File: src/rtl/rfd_pkg.sv
package rfd_pkg;

    localparam int unsigned CFG_INDEX_W = 2;
    localparam int unsigned CFG_DATA_W  = 32;

    localparam logic [CFG_INDEX_W-1:0] CFG_EXPECTED_MAGIC     = 2'd0;
    localparam logic [CFG_INDEX_W-1:0] CFG_EXPECTED_VERSION   = 2'd1;
    localparam logic [CFG_INDEX_W-1:0] CFG_MAX_ID_LENGTH      = 2'd2;
    localparam logic [CFG_INDEX_W-1:0] CFG_MAX_MESSAGE_LENGTH = 2'd3;

    localparam logic [31:0] RST_EXPECTED_MAGIC     = 32'd0;
    localparam logic [7:0]  RST_EXPECTED_VERSION   = 8'd1;
    localparam logic [7:0]  RST_MAX_ID_LENGTH      = 8'd64;
    localparam logic [31:0] RST_MAX_MESSAGE_LENGTH = 32'd65536;

    localparam logic [1:0] KIND_HEADER  = 2'd0;
    localparam logic [1:0] KIND_ID      = 2'd1;
    localparam logic [1:0] KIND_PAYLOAD = 2'd2;
    localparam logic [1:0] KIND_DROP    = 2'd3;

    localparam logic [2:0] ST_OK      = 3'd0;
    localparam logic [2:0] ST_MAGIC   = 3'd1;
    localparam logic [2:0] ST_IDLEN   = 3'd2;
    localparam logic [2:0] ST_TOOLONG = 3'd3;
    localparam logic [2:0] ST_VERSION = 3'd4;

    typedef enum logic [2:0] {
        PH_MAGIC   = 3'd0,
        PH_VERSION = 3'd1,
        PH_IDLEN   = 3'd2,
        PH_IDVAL   = 3'd3,
        PH_MSGLEN  = 3'd4,
        PH_PAYLOAD = 3'd5,
        PH_CLOSED  = 3'd6
    } phase_t;

    typedef struct packed {
        logic [31:0] expected_magic;
        logic [7:0]  expected_version;
        logic [7:0]  max_id_length;
        logic [31:0] max_message_length;
    } cfg_t;

    typedef struct packed {
        logic [1:0] byte_kind;
        logic [7:0] byte_value;
        logic       field_last;
        logic       frame_end;
        logic [2:0] status;
    } result_t;

endpackage

File: src/rtl/rfd_rx_if.sv
interface rfd_rx_if;
    logic       valid;
    logic       ready;
    logic [7:0] rx_byte;

    modport source (output valid, output rx_byte, input ready);
    modport sink (input valid, input rx_byte, output ready);
endinterface

File: src/rtl/rfd_tx_if.sv
interface rfd_tx_if;
    logic       valid;
    logic       ready;
    logic [1:0] byte_kind;
    logic [7:0] byte_value;
    logic       field_last;
    logic       frame_end;
    logic [2:0] status;

    modport source (output valid, output byte_kind, output byte_value, output field_last,
                    output frame_end, output status, input ready);
    modport sink (input valid, input byte_kind, input byte_value, input field_last,
                  input frame_end, input status, output ready);
endinterface

File: src/rtl/rpc_frame_deframer_top.sv
// Frame deframer: parses a byte stream of magic / version / id-length / id /
// message-length / payload frames and returns one result transaction per byte,
// in order. Throughput is one byte per cycle while tx.ready is high; an
// accepted rx byte passes the input register, one parse step and the result
// register on its way to tx. A bad magic, bad id length or oversized message
// length closes the link: later bytes come back as discards until reset.
// Write the configuration registers only while no transaction is in flight.
module rpc_frame_deframer_top (
    input  logic                                clk,
    input  logic                                rst_n,
    input  logic                                cfg_we,
    input  logic [rfd_pkg::CFG_INDEX_W-1:0]     cfg_index,
    input  logic [rfd_pkg::CFG_DATA_W-1:0]      cfg_wdata,
    rfd_rx_if.sink                              rx,
    rfd_tx_if.source                            tx
);

    rfd_pkg::cfg_t    cfg_reg;
    logic             in_valid_reg;
    logic             in_valid_next;
    logic [7:0]       in_byte_reg;
    logic             out_valid_reg;
    logic             out_valid_next;
    rfd_pkg::result_t out_result_reg;
    rfd_pkg::result_t parse_result;
    logic             advance;
    logic             rx_take;

    assign advance  = in_valid_reg && (!out_valid_reg || tx.ready);
    assign rx.ready = !in_valid_reg || advance;
    assign rx_take  = rx.valid && rx.ready;

    assign in_valid_next  = rx_take ? 1'b1 : (advance ? 1'b0 : in_valid_reg);
    assign out_valid_next = advance ? 1'b1 : (tx.ready ? 1'b0 : out_valid_reg);

    rfd_parser u_parser (
        .clk     (clk),
        .rst_n   (rst_n),
        .step    (advance),
        .rx_byte (in_byte_reg),
        .cfg     (cfg_reg),
        .result  (parse_result)
    );

    always_ff @(posedge clk or negedge rst_n)
    begin
        if (!rst_n)
        begin
            cfg_reg.expected_magic     <= rfd_pkg::RST_EXPECTED_MAGIC;
            cfg_reg.expected_version   <= rfd_pkg::RST_EXPECTED_VERSION;
            cfg_reg.max_id_length      <= rfd_pkg::RST_MAX_ID_LENGTH;
            cfg_reg.max_message_length <= rfd_pkg::RST_MAX_MESSAGE_LENGTH;
        end
        else if (cfg_we)
        begin
            case (cfg_index)
                rfd_pkg::CFG_EXPECTED_MAGIC:     cfg_reg.expected_magic     <= cfg_wdata;
                rfd_pkg::CFG_EXPECTED_VERSION:   cfg_reg.expected_version   <= cfg_wdata[7:0];
                rfd_pkg::CFG_MAX_ID_LENGTH:      cfg_reg.max_id_length      <= cfg_wdata[7:0];
                rfd_pkg::CFG_MAX_MESSAGE_LENGTH: cfg_reg.max_message_length <= cfg_wdata;
                default:
                begin
                end
            endcase
        end
    end

    always_ff @(posedge clk or negedge rst_n)
    begin
        if (!rst_n)
        begin
            in_valid_reg  <= 1'b0;
            out_valid_reg <= 1'b0;
        end
        else
        begin
            in_valid_reg  <= in_valid_next;
            out_valid_reg <= out_valid_next;
        end
    end

    always_ff @(posedge clk)
    begin
        if (rx_take)
        begin
            in_byte_reg <= rx.rx_byte;
        end
        if (advance)
        begin
            out_result_reg <= parse_result;
        end
    end

    assign tx.valid      = out_valid_reg;
    assign tx.byte_kind  = out_result_reg.byte_kind;
    assign tx.byte_value = out_result_reg.byte_value;
    assign tx.field_last = out_result_reg.field_last;
    assign tx.frame_end  = out_result_reg.frame_end;
    assign tx.status     = out_result_reg.status;

endmodule

File: src/rtl/rfd_parser.sv
module rfd_parser (
    input  logic                clk,
    input  logic                rst_n,
    input  logic                step,
    input  logic [7:0]          rx_byte,
    input  rfd_pkg::cfg_t       cfg,
    output rfd_pkg::result_t    result
);

    rfd_pkg::phase_t phase_reg;
    rfd_pkg::phase_t phase_next;
    logic [1:0]      idx_reg;
    logic [1:0]      idx_next;
    logic [31:0]     acc_reg;
    logic [31:0]     acc_next;
    logic [31:0]     rem_reg;
    logic [31:0]     rem_next;

    logic [31:0] word;
    logic        word_done;
    logic        rem_last;
    logic        magic_bad;
    logic        idlen_bad;
    logic        len_too_long;
    logic        len_zero;

    assign word         = {acc_reg[23:0], rx_byte};
    assign word_done    = (idx_reg == 2'd3);
    assign rem_last     = (rem_reg[31:1] == 31'd0);
    assign magic_bad    = (word != cfg.expected_magic);
    assign idlen_bad    = (rx_byte == 8'd0) || (rx_byte > cfg.max_id_length);
    assign len_too_long = (word > cfg.max_message_length);
    assign len_zero     = (word == 32'd0);

    // next state
    always_comb
    begin
        phase_next = phase_reg;
        idx_next   = idx_reg;
        acc_next   = acc_reg;
        rem_next   = rem_reg;
        case (phase_reg)
            rfd_pkg::PH_MAGIC,
            rfd_pkg::PH_MSGLEN:
            begin
                idx_next = idx_reg + 2'd1;
                if (word_done)
                begin
                    acc_next = 32'd0;
                    if (phase_reg == rfd_pkg::PH_MAGIC)
                    begin
                        phase_next = magic_bad ? rfd_pkg::PH_CLOSED : rfd_pkg::PH_VERSION;
                    end
                    else if (len_too_long)
                    begin
                        phase_next = rfd_pkg::PH_CLOSED;
                    end
                    else if (len_zero)
                    begin
                        phase_next = rfd_pkg::PH_MAGIC;
                    end
                    else
                    begin
                        rem_next   = word;
                        phase_next = rfd_pkg::PH_PAYLOAD;
                    end
                end
                else
                begin
                    acc_next = word;
                end
            end
            rfd_pkg::PH_VERSION:
            begin
                phase_next = rfd_pkg::PH_IDLEN;
            end
            rfd_pkg::PH_IDLEN:
            begin
                if (idlen_bad)
                begin
                    phase_next = rfd_pkg::PH_CLOSED;
                end
                else
                begin
                    rem_next   = {24'd0, rx_byte};
                    phase_next = rfd_pkg::PH_IDVAL;
                end
            end
            rfd_pkg::PH_IDVAL,
            rfd_pkg::PH_PAYLOAD:
            begin
                if (rem_last)
                begin
                    rem_next   = 32'd0;
                    idx_next   = 2'd0;
                    acc_next   = 32'd0;
                    phase_next = (phase_reg == rfd_pkg::PH_IDVAL) ? rfd_pkg::PH_MSGLEN
                                                                  : rfd_pkg::PH_MAGIC;
                end
                else
                begin
                    rem_next = rem_reg - 32'd1;
                end
            end
            default:
            begin
                phase_next = rfd_pkg::PH_CLOSED;
            end
        endcase
    end

    // result
    always_comb
    begin
        result.byte_kind  = rfd_pkg::KIND_HEADER;
        result.byte_value = rx_byte;
        result.field_last = 1'b0;
        result.frame_end  = 1'b0;
        result.status     = rfd_pkg::ST_OK;
        case (phase_reg)
            rfd_pkg::PH_MAGIC:
            begin
                if (word_done && magic_bad)
                begin
                    result.status = rfd_pkg::ST_MAGIC;
                end
            end
            rfd_pkg::PH_VERSION:
            begin
                if (rx_byte != cfg.expected_version)
                begin
                    result.status = rfd_pkg::ST_VERSION;
                end
            end
            rfd_pkg::PH_IDLEN:
            begin
                if (idlen_bad)
                begin
                    result.status = rfd_pkg::ST_IDLEN;
                end
            end
            rfd_pkg::PH_IDVAL:
            begin
                result.byte_kind  = rfd_pkg::KIND_ID;
                result.field_last = rem_last;
            end
            rfd_pkg::PH_MSGLEN:
            begin
                if (word_done)
                begin
                    if (len_too_long)
                    begin
                        result.status = rfd_pkg::ST_TOOLONG;
                    end
                    else
                    begin
                        result.frame_end = len_zero;
                    end
                end
            end
            rfd_pkg::PH_PAYLOAD:
            begin
                result.byte_kind  = rfd_pkg::KIND_PAYLOAD;
                result.field_last = rem_last;
                result.frame_end  = rem_last;
            end
            default:
            begin
                result.byte_kind = rfd_pkg::KIND_DROP;
            end
        endcase
    end

    always_ff @(posedge clk or negedge rst_n)
    begin
        if (!rst_n)
        begin
            phase_reg <= rfd_pkg::PH_MAGIC;
            idx_reg   <= 2'd0;
            acc_reg   <= 32'd0;
            rem_reg   <= 32'd0;
        end
        else if (step)
        begin
            phase_reg <= phase_next;
            idx_reg   <= idx_next;
            acc_reg   <= acc_next;
            rem_reg   <= rem_next;
        end
    end

endmodule
File: src/flat_wrapper.sv
// flat-port wrapper written by rule: the top's interface ports become plain ports
module rpc_frame_deframer_top_flat 
  (clk, rst_n, cfg_we, cfg_index, cfg_wdata, rx_valid, rx_rx_byte, rx_ready, tx_valid, tx_byte_kind, tx_byte_value, tx_field_last, tx_frame_end, tx_status, tx_ready);
  rfd_rx_if rx_i ();
  rfd_tx_if tx_i ();
  input  logic clk;
  input  logic rst_n;
  input  logic cfg_we;
  input  logic [rfd_pkg::CFG_INDEX_W-1:0] cfg_index;
  input  logic [rfd_pkg::CFG_DATA_W-1:0] cfg_wdata;
  input wire logic [$bits(rx_i.valid)-1:0] rx_valid;
  input wire logic [$bits(rx_i.rx_byte)-1:0] rx_rx_byte;
  output wire logic [$bits(rx_i.ready)-1:0] rx_ready;
  output wire logic [$bits(tx_i.valid)-1:0] tx_valid;
  output wire logic [$bits(tx_i.byte_kind)-1:0] tx_byte_kind;
  output wire logic [$bits(tx_i.byte_value)-1:0] tx_byte_value;
  output wire logic [$bits(tx_i.field_last)-1:0] tx_field_last;
  output wire logic [$bits(tx_i.frame_end)-1:0] tx_frame_end;
  output wire logic [$bits(tx_i.status)-1:0] tx_status;
  input wire logic [$bits(tx_i.ready)-1:0] tx_ready;
  assign rx_i.valid = rx_valid;
  assign rx_i.rx_byte = rx_rx_byte;
  assign rx_ready = rx_i.ready;
  assign tx_valid = tx_i.valid;
  assign tx_byte_kind = tx_i.byte_kind;
  assign tx_byte_value = tx_i.byte_value;
  assign tx_field_last = tx_i.field_last;
  assign tx_frame_end = tx_i.frame_end;
  assign tx_status = tx_i.status;
  assign tx_i.ready = tx_ready;
  rpc_frame_deframer_top u_core (.clk(clk), .rst_n(rst_n), .cfg_we(cfg_we), .cfg_index(cfg_index), .cfg_wdata(cfg_wdata), .rx(rx_i), .tx(tx_i));
endmodule
File: config.mk
export PLATFORM = sky130hd
export DESIGN_NAME = rpc_frame_deframer_top_flat
export DESIGN_NICKNAME = d
export VERILOG_FILES = /design/src/rtl/rfd_pkg.sv /design/src/rtl/rfd_rx_if.sv /design/src/rtl/rfd_tx_if.sv /design/src/rtl/rpc_frame_deframer_top.sv /design/src/rtl/rfd_parser.sv /design/src/flat_wrapper.sv
export SDC_FILE = /design/constraint.sdc
export NUM_CORES = 1
export LEC_CHECK = 0
export ABC_CLOCK_PERIOD_IN_PS = 5500
export BUFFER_PORTS_ARGS = -buffer_cell sky130_fd_sc_hd__buf_2
export CORE_MARGIN = 3
export CORE_UTILIZATION = 65
export DETAILED_ROUTE_END_ITERATION = 12
export GPL_ROUTABILITY_DRIVEN = 0
export MAX_ROUTING_LAYER = met4
export PLACE_DENSITY = 0.85
export RECOVER_POWER = 50
export SYNTH_ARGS = -nofsm -noshare
export SYNTH_HDL_FRONTEND = slang
export SYNTH_SLANG_ARGS = --single-unit
File: constraint.sdc
create_clock -name clk -period 5.5 [get_ports clk]
set_input_delay 0.55 -clock clk [delete_from_list [all_inputs] [get_ports clk]]
set_output_delay 0.55 -clock clk [all_outputs]
set_load 0.01 [all_outputs]
Yosys cells after proc, flatten, opt, wreduce, memory -nomap -nowiden
Index checks and enable logic that the tools add are counted.
- word-level logic and storage cells: 98
- register bits: 166
- equal/unequal tests: 17
- multiplexer cells: 34
- order comparisons: 2
- reduce and logical (&&, ||, !) cells: 27
- add/subtract/negate cells: 2
- operators with widths (operator ; count):
    $mux W32 ; 6
    $pmux W32 S3 ; 1
    $mux W24 ; 2
    $pmux W24 S2 ; 1
    $gt A32 B32 Y1 ; 1
    $logic_not A32 Y1 ; 1
    $ne A32 B32 Y1 ; 1
    $sub A32 B1 Y32 const B ; 1
    $logic_not A31 Y1 ; 1
    $mux W3 ; 9
    $pmux W3 S4 ; 2
    $ne A2 B2 Y1 const B ; 5
    $gt A8 B8 Y1 ; 1
    $logic_not A8 Y1 ; 1
    $ne A8 B8 Y1 ; 1
    $reduce_and A2 Y1 ; 4
    $reduce_and A7 Y1 ; 1
    $eq A2 B2 Y1 const B ; 3
    $eq A3 B2 Y1 const B ; 2
    $eq A3 B3 Y1 const B ; 2
    $mux W1 ; 6
    $mux W2 ; 3
    $pmux W2 S3 ; 1
    $reduce_and A3 Y1 ; 2
    other kinds (16) ; 24

Logic depth before layout (Yosys ltp)
- depth after elaboration: 6
- mapped depth: 10
- mapped depth without buffers: 9

Cells and area by module
Synthesis repeated with hierarchy kept, for this count alone.
- cell total of the unflattened synthesis: 851
- area total of the unflattened synthesis: 8967.4 µm²
- by module, submodules not included (module ; instances ; sequential area each (µm²) ; area each (µm²) ; cells an instance):
    rfd_parser ; 1 ; 1526.5 ; 5211.2 ; 650
    rpc_frame_deframer_top ; 1 ; 2746.4 ; 3756.1 ; 201

Worst setup path after synthesis
Ideal clock, no wire load.
- path type: register -> register
- from: reg u_core.u_parser.acc_reg[6]
- to: reg u_core.u_parser.rem_reg[20]
- arrival: 2549 ps
- data required time: 5379 ps
- setup time: 121 ps
- cell stages (with the launch flop): 10
- path slack: 2830 ps
- cells stage by stage: dfrtp_1 > ha_1 > nand4_1 > or4_1 > or3_1 > o21a_1 > o31ai_4 > buf_6 > nand3_1 > a22o_1
- cells in the longest elaborated chain, start to end: 3
- elaborated cells between the ends (all ways): 5
- those cells by class: order compare (1); eq/ne (2); reduce/logical (2)
- RTL lines (what ; line ; text):
    start: declaration ; rfd_parser.sv:14 ; logic [31:0] acc_reg;
    start signal: assignment ; rfd_parser.sv:187 ; acc_reg <= acc_next;
    $gt A32 B32 Y1 or $logic_not A32 Y1 (tied branches) ; rfd_parser.sv:32, rfd_parser.sv:33 ;
    $ne A2 B2 Y1 (no source line) ; -- ;
    $reduce_and A7 Y1 (no source line) (*) ; -- ;
    end signal: assignment ; rfd_parser.sv:188 ; rem_reg <= rem_next;
    end: declaration ; rfd_parser.sv:16 ; logic [31:0] rem_reg;
Every way passes the cells marked *; elsewhere a longest branch is shown, timed or not.
A chain may end at the register's enable or synchronous reset.

Final worst setup path
- from: reg u_core.u_parser.acc_reg[13]
- to: reg u_core.u_parser.rem_reg[3]
Same word-level chain as after synthesis.

==> results.md <==
* Status: finished with violations
* Failing checks: capacitance limit, slew limit
* Via count at 7231
* Final Hold Viols at 0
* Pwr per Cell Area at 466.4 mW/mm²
* Max-slew headroom at -31.84%
* Hold Worst Slack at 0.1039 ns
* Crit-path cells: ha_1 > a21oi_1 > o21ai_0 > a221oi_1 > o211ai_1 > o31ai_4 > buf_4 > nand2_4 > o2bb2ai_1
* Static leakage at 4.308 nW
* DP HPWL at 15720 µm
* First-pass DRT Iterations at 8
* Final Cycle Share at 66.78%
* R2R cell count at 9
* Max incr delay on CP at 0.95 ns
* Final Max Slew Viols at 66
* Cell with the largest stage delay on the worst path: o31ai_4
* Total track usage at 33.67%
* Post-synthesis sequential area ratio at 48.72%
* CP Buf/Inv Count at 1
* Starting Density at 67.85%
* Die ar. at 0.01492 mm²
* Startpoint types: flop
* Clock latency on the worst-skew pair at 0.45 ns
* Die Width at 122.2 µm
* Placed inst area at 0.009233 mm²
* Endpoint class of the critical path: flop
* Root Buffer: clkbuf_16
* Die height at 122.2 µm
* Area contributors post-synth: dfrtp_1 (40%), mux2_2 (10%), edfxtp_1 (7.9%)
* Setup TNS at 0 ns
* Hold Path Class: in2async
* Fill cells at 853
* Cells after Synth at 824
* Reg-to-reg slack, setup at 1.83 ns
* #FFs+latches synth at 166
* Core Box Area at 0.01293 mm²
* Pre-CTS setup slack at 2.091 ns
* Area growth from synthesis to layout at 11.80%
* Total Wirelength at 23000 µm
* EDFF count, synth at 23
* Max Clk Rate at 272.3 MHz
* # rows at 41
* Yosys warns at 0
* Pin count of the biggest net entering global routing at 75
* Largest register FFs at 80
* Max-Cap Viols at 2
* DR WL/cell at 21.58 µm
* Number of global-route vias before repair at 7162
* Final Setup Violations at 0
* Clk sink count at 166
* Post-route DRC at 0
* Mapped Avg Cell Area at 10.64 µm²
* N_diodes at 0
* Crit. path cell count at 9
* # nets final at 970
* Crit path max-delay family: compound AO/OA/AOI/OAI gates
* Worst Path Arrival at 4.02 ns
* Count of different cell masters after synthesis at 63
* Final worst path period need at 3.673 ns
* DRT antenna net count at 0
* # resized after CTS at 0
* Post-CTS setup buffer count at 0
* H-Tree Depth at 4
* Worst-case clock buffer depth at 2
* I/O pins at 64
* Top cell type by total area after synthesis: dfrtp_1
* Worst-path fanout max at 25
* Least-Margin Pin Slew at 1.978 ns
* Ys async rst share at 86.14%
* Final setup margin at 1.827 ns
* First-pass GRT wire length at 37490 µm
* Share of cells above drive strength 1 at 21.81%
* Final cell count without fillers at 1066
* Placed cell count at 1034
* Initial antenna violation count at 0
* Core Util, Final at 75.85%
* CTS Hold Bufs at 0
* Primary FF master, synth: dfrtp_1
* Most numerous cell in the Yosys netlist: dfrtp_1
* Vias per cell at 6.783
* Synth top cells by count: dfrtp_1 (140), nand2_1 (96), mux2_2 (80)
* Crit path kind: reg2reg
* Reg clk slew, reported paths at 0.07 ns
* Final Skew at 0.01108 ns
* CTS tree: built
* RSZ-0062 raised after global routing: false
* WP data required at 5.85 ns
* Total power at 4.573 mW
* Mapped Area at 0.008771 mm²
* Total gr overflow at 0
* Yosys top cell area share at 39.94%
* DRT iter0 DRCs at 1101
* Port buffer count at 63
* Worst IR Drop VDD at 0.3504 mV
* Final Cell Area at 0.009806 mm²
* Num CTS Buffers at 17
* Syn_nets at 913
## metal layers
| metal | share of wire, % | track usage [%] | up-vias |
|---|---|---|---|
| li1 | - | - | 3135 |
| met1 | 40 | 44.06 | 3475 |
| met2 | 46 | 50.69 | 513 |
| met3 | 10 | 7.799 | 108 |
| met4 | 4.4 | 14.77 | 0 |
| met5 | 0 | - | - |
## report_power, final
| part | switching, mW | internal (mW) |
|---|---|---|
| Combinational | 0.803 | 0.594 |
| Clock | 0.513 | 0.662 |
| Sequential | 0.428 | 1.57 |
| Total | 1.74 | 2.83 |
## layout make-up
class / count / area [µm²] / area share, %
clock buffer: 22 / 506.7 / 5.168
clock inverter: 10 / 80.08 / 0.8166
inverter: 50 / 187.7 / 1.914
multi-input combinational: 575 / 4170 / 42.53
sequential: 166 / 4273 / 43.58
tap: 172 / 215.2 / 2.195
timing repair buffer: 71 / 372.9 / 3.802
## kinds of logic after synthesis
kind of cell             count (synthesis)  synth area share [%]
AND/OR/NAND/NOR                        271                 15.36
flip-flops                             166                 48.72
AO/OA/AOI/OAI                          140                 11.58
buffers and inverters                   83                 3.866
multiplexers                            81                 10.39
adder cells (fa/ha/maj)                 42                 5.991
XOR/XNOR                                41                 4.094
## cells in the final DEF, fill, tap and decap left out, drive strengths merged, types with 23 or more instances in the layout
cell type,n
a21oi,28
nand2,97
nor4,23
buf,68
inv,55
xor2,40
dfrtp,140
nand3,53
clkbuf,25
o2bb2ai,23
nor2,26
ha,42
edfxtp,23
mux2,80
## path summary, 6_finish.rpt
check / from / end
worst max-delay path: u_core.u_parser.acc_reg[13] / u_core.u_parser.rem_reg[3]
worst min-delay path: rst_n / u_core.u_parser.rem_reg[3]
worst max register to register: u_core.u_parser.acc_reg[13] / u_core.u_parser.rem_reg[3]
worst min register to register: u_core.u_parser.idx_reg[1] / u_core.u_parser.idx_reg[1]
max in group asynchronous: rst_n / u_core.cfg_reg[63]
min in group clk: rx_rx_byte[2] / u_core.in_byte_reg[2]
(Power assumes the default switching activity.)
